**src/sv/btc_pkg.sv**
```systemverilog
// ----------------------------------------------------------------------------
// Bitmap text console package
// Shared types and constants for the text console: register map, operation
// codes, command kinds, special characters and the configuration bundle.
// ----------------------------------------------------------------------------
package btc_pkg;

  // Register map (index of each register, byte address is 4 times this).
  localparam logic [1:0] REG_WIDTH  = 2'd0;
  localparam logic [1:0] REG_HEIGHT = 2'd1;
  localparam logic [1:0] REG_FORE   = 2'd2;
  localparam logic [1:0] REG_BACK   = 2'd3;

  // Input operations.
  localparam logic [1:0] OP_PRINT = 2'd0;
  localparam logic [1:0] OP_FONT  = 2'd1;
  localparam logic [1:0] OP_CLEAR = 2'd2;

  // Output command kinds.
  localparam logic KIND_DRAW  = 1'b0;
  localparam logic KIND_CLEAR = 1'b1;

  // Character handling.
  localparam logic [7:0] CHAR_LF       = 8'd10;
  localparam logic [7:0] CHAR_CR       = 8'd13;
  localparam logic [7:0] CHAR_FIRST    = 8'd32;
  localparam logic [7:0] CHAR_LAST     = 8'd126;
  localparam logic [7:0] CHAR_SUBST    = 8'h3F;

  // Screen geometry used when either resolution register is zero.
  localparam logic [8:0] DEFAULT_COLS  = 9'd80;
  localparam logic [8:0] DEFAULT_LINES = 9'd25;

  // Glyph store: 256 glyphs, up to 16 writable rows each.
  localparam int GLYPH_CODES = 256;
  localparam int STORE_ROWS  = 16;
  localparam int STORE_DEPTH = GLYPH_CODES * STORE_ROWS;
  localparam int STORE_AW    = $clog2(STORE_DEPTH);
  localparam int ROW_AW      = $clog2(STORE_ROWS);

  // Configuration registers as seen by the console core.
  typedef struct packed {
    logic [11:0] width;
    logic [11:0] height;
    logic [23:0] fore;
    logic [23:0] back;
  } btc_cfg_t;

endpackage

```
**src/sv/btc_regs.sv**
```systemverilog
// ----------------------------------------------------------------------------
// Bitmap text console register file
// APB-style register port holding resolution and color registers.
// ----------------------------------------------------------------------------
module btc_regs (
  input  logic              clk,
  input  logic              rst,
  input  logic              psel,
  input  logic              penable,
  input  logic              pwrite,
  input  logic [3:0]        paddr,
  input  logic [31:0]       pwdata,
  output logic [31:0]       prdata,
  output logic              pready,
  output btc_pkg::btc_cfg_t cfg
);
  import btc_pkg::*;

  logic [1:0] reg_sel;
  logic       wr_en;

  assign pready  = 1'b1;
  assign reg_sel = paddr[3:2];
  assign wr_en   = psel && penable && pwrite && pready;

  // Register writes; the access phase commits the word.
  always_ff @(posedge clk) begin
    if (rst) begin
      cfg.width  <= 12'd0;
      cfg.height <= 12'd0;
      cfg.fore   <= 24'hFFFFFF;
      cfg.back   <= 24'd0;
    end else if (wr_en) begin
      unique case (reg_sel)
        REG_WIDTH:  cfg.width  <= pwdata[11:0];
        REG_HEIGHT: cfg.height <= pwdata[11:0];
        REG_FORE:   cfg.fore   <= pwdata[23:0];
        REG_BACK:   cfg.back   <= pwdata[23:0];
        default: ;
      endcase
    end
  end

  // Read back the selected register.
  always_comb begin
    unique case (reg_sel)
      REG_WIDTH:  prdata = {20'd0, cfg.width};
      REG_HEIGHT: prdata = {20'd0, cfg.height};
      REG_FORE:   prdata = {8'd0, cfg.fore};
      REG_BACK:   prdata = {8'd0, cfg.back};
      default:    prdata = 32'd0;
    endcase
  end

endmodule

```
**config.mk**
```make
export PLATFORM = sky130hd
export DESIGN_NAME = btc_regs
export DESIGN_NICKNAME = d
export VERILOG_FILES = /design/src/sv/btc_pkg.sv /design/src/sv/btc_regs.sv
export SDC_FILE = /design/constraint.sdc
export NUM_CORES = 1
export LEC_CHECK = 0
export ABC_AREA = 1
export BUFFER_PORTS_ARGS = -buffer_cell sky130_fd_sc_hd__buf_2
export CAP_MARGIN = 20
export CORE_MARGIN = 4
export CORE_UTILIZATION = 48
export DETAILED_ROUTE_END_ITERATION = 7
export HOLD_SLACK_MARGIN = 0.05
export PLACE_DENSITY = 0.81
export SKIP_CTS_REPAIR_TIMING = 1
export SLEW_MARGIN = 5
export SYNTH_ARGS = -nofsm -noshare
export SYNTH_HDL_FRONTEND = slang
export SYNTH_SLANG_ARGS = --single-unit
```
**constraint.sdc**
```tcl
create_clock -name clk -period 0.9 [get_ports clk]
set_input_delay 0.09 -clock clk [delete_from_list [all_inputs] [get_ports clk]]
set_output_delay 0.09 -clock clk [all_outputs]
set_load 0.005 [all_outputs]
```
==> impl_results.md <==
* YS warnings at 0
* Multi-input gate area at 1600 µm²
* Largest register by flop count: cfg
* Post-route ant nets at 0
* Mapped Area at 3390 µm²
* Status: finished with violations
* Fin area at 4990 µm²
* DRT Wirelength at 10.7 mm
* Layout cell share with drive strength beyond 1 at 39.9%
* HP Start: rst
* Cell Rows at 30
* Worst R2R End: cfg[63]
* Global placement routability congestion at 0.823
* DRT Pass-1 Iters at 6
* Top Registers: cfg: 72 flops
* Synthesized area per cell at 6.86 µm²
* Worst r2r src: cfg[63]
* Hold Path End: cfg[26]
* Final WS setup at -211 ps
* Cell Area, Placed at 4190 µm²
* Initial antenna violation count at 0
* Startpoint types: flop
* Vias in the first global route at 3277
* Total power at 6.92 mW
* H-tree depth at 3
* Violated checks: negative setup slack
* Leak at 2.48 nW
* Clock root buffer: clkbuf_8
* Num CTS Buffers at 9
* Die X at 92.0 µm
* Worst skew pair latency at 340 ps
* Seq/Total Area, Yosys at 42.5%
* Max Cap Viol at 0
* CTS tree: done
* Cell variety after synth at 20
* Diodes inserted at 0
* Clock-pin slew on the worst setup and hold paths at 80 ps
* Via count at 3872
* Final setup fails at 39
* Period utilization at 123%
* Starting Density at 49.6%
* RSZ-0062 raised after global routing: yes
* Max Slew Vio Count at 0
* Fin. Hold Viols at 0
* Post-synth EDFFs at 0
* Cells after Synth at 494
* GRT Residual Overflow at 0
* Vias/cell at 5.11
* Area Overhead vs Synth at 47.3%
* First-pass GRT wire length at 15.5 mm
* NumNets Final at 697
* DRT iter0 DRCs at 245
* Core box area at 6830 µm²
* Critical Path AT at 1020 ps
* # clock sinks at 72
* Worst hold path class: primary input to flop
* Die Area at 8470 µm²
* Top_reg_cell synth: dfxtp_1
* Crit Path Max Fanout at 3
* DR WL/cell at 14.1 µm
* Largest register FFs at 72
* Placed cells at 705
* DP HPWL at 6.77 mm
* Die height at 92.0 µm
* IR drop worst, VDD at 0.792 mV
* Setup CP Type: flop to output port
* PD cells at 1390 nW/µm²
* # IOs at 146
* Global Route Usage Sum at 22.6%
* Max Root-Sink Buffers at 2
* Register bit total from synthesis at 72
* I/O Buffers at 126
* Flop2flop setup slack at 80 ps
* FF+latch area at 1530 µm²
* FILL cells at 533
* Largest net degree at the start of global routing at 40
* Crit. End Element: output port
* Hold Path Stages at 4
* Skew final at 0 ps
* Non-filler cells in the finished layout at 757
* DRC violations left at 0
* Critical Path RT at 810 ps
* FFs w/ async S/R, synth at 0%
* Reg2Reg Depth at 4
* Fin crit period at 1110 ps
* Max Clk Rate at 0.900 GHz
Yosys cell counts (2+ instances only):
library cell  instances  area share [%]
nand2_1             148              16
nor2_1               99              11
dfxtp_1              72              43
nand3_1              72              11
inv_1                25             2.8
buf_4                16             3.5
a22o_1               12             3.1
nand4_1              12             2.2
buf_2                 8             1.2
buf_6                 8             2.7
buf_1                 5            0.55
inv_2                 4            0.44
nor2_4                4             1.3
clkbuf_1              2            0.22
conb_1                2            0.22
layout make-up:
| class | count | share of cell area [%] |
|---|---|---|
| tap | 96 | 2.41 |
| sequential | 72 | 30.7 |
| inverter | 29 | 2.18 |
| timing repair buffer | 184 | 28.7 |
| clock buffer | 12 | 2.91 |
| multi-input combinational | 360 | 32.1 |
| clock inverter | 4 | 1.08 |
cells in the final DEF, fill, tap and decap left out, types with 11 or more instances in the layout:
cell / netlist / final
buf_12: 0 / 11
buf_4: 16 / 15
nand4_1: 12 / 12
dfxtp_2: 0 / 72
inv_1: 25 / 25
dlygate4sd3_1: 0 / 24
nand2_1: 148 / 143
nor2_1: 99 / 98
nand3_1: 72 / 72
buf_2: 8 / 104
a22o_1: 12 / 12
buf_6: 8 / 30
metal layers:
metal	part of all wire (%)	up-vias	routed length, µm	GRT usage (%)
met1	39	1786	4190	27.9
met5	0	-	0	0
met4	3.5	0	376	10.4
met2	51	191	5400	38.3
li1	-	1856	-	-
met3	6.7	39	712	3.77
through the flow:
| step | utilization, % | setup WS (ps) | hold slack [ps] | setup TNS [ps] |
|---|---|---|---|---|
| after CTS | 64.3 | -222 | -37.8 | -6440 |
| after floorplan | - | 33.1 | 216 | 0 |
| after detailed placement | 61.4 | -154 | 322 | -8970 |
| after global placement | 61.4 | -129 | 317 | -6020 |
| final | 73.1 | -211 | 162 | -4780 |
| after global routing | 73.1 | -249 | 162 | -7150 |
worst max-delay path by stage:
stage / end / cells after the start / startpoint / slack [ps]
global placement: prdata[4] / 7 / paddr[3] / -130
global route: prdata[21] / 6 / paddr[3] / -250
CTS: prdata[4] / 3 / cfg[28] / -220
finish: prdata[15] / 2 / cfg[15] / -210
detailed placement: prdata[4] / 7 / paddr[3] / -150
floorplan: cfg[14] / 7 / psel / 30
critical path: stages, from the launching register on:
cell,delay (ps)
dfxtp_2,340
a22o_1,220
buf_2,130
kinds of logic after synthesis:
| kind of cell | after synthesis | synth area share, % |
|---|---|---|
| other cells | 2 | 0.222 |
| simple gates | 339 | 42.5 |
| compound gates | 12 | 3.10 |
| buf+inv | 69 | 11.6 |
| flops | 72 | 42.5 |
where the power goes:
group / leakage (nW) / switching [mW] / internal [mW] / total, mW
Combinational: 1.79 / 0.527 / 0.487 / 1.01
Clock: 0.0928 / 1.22 / 1.36 / 2.58
Sequential: 0.596 / 0.0603 / 3.27 / 3.33
Power figures use the tool's default switching activity.
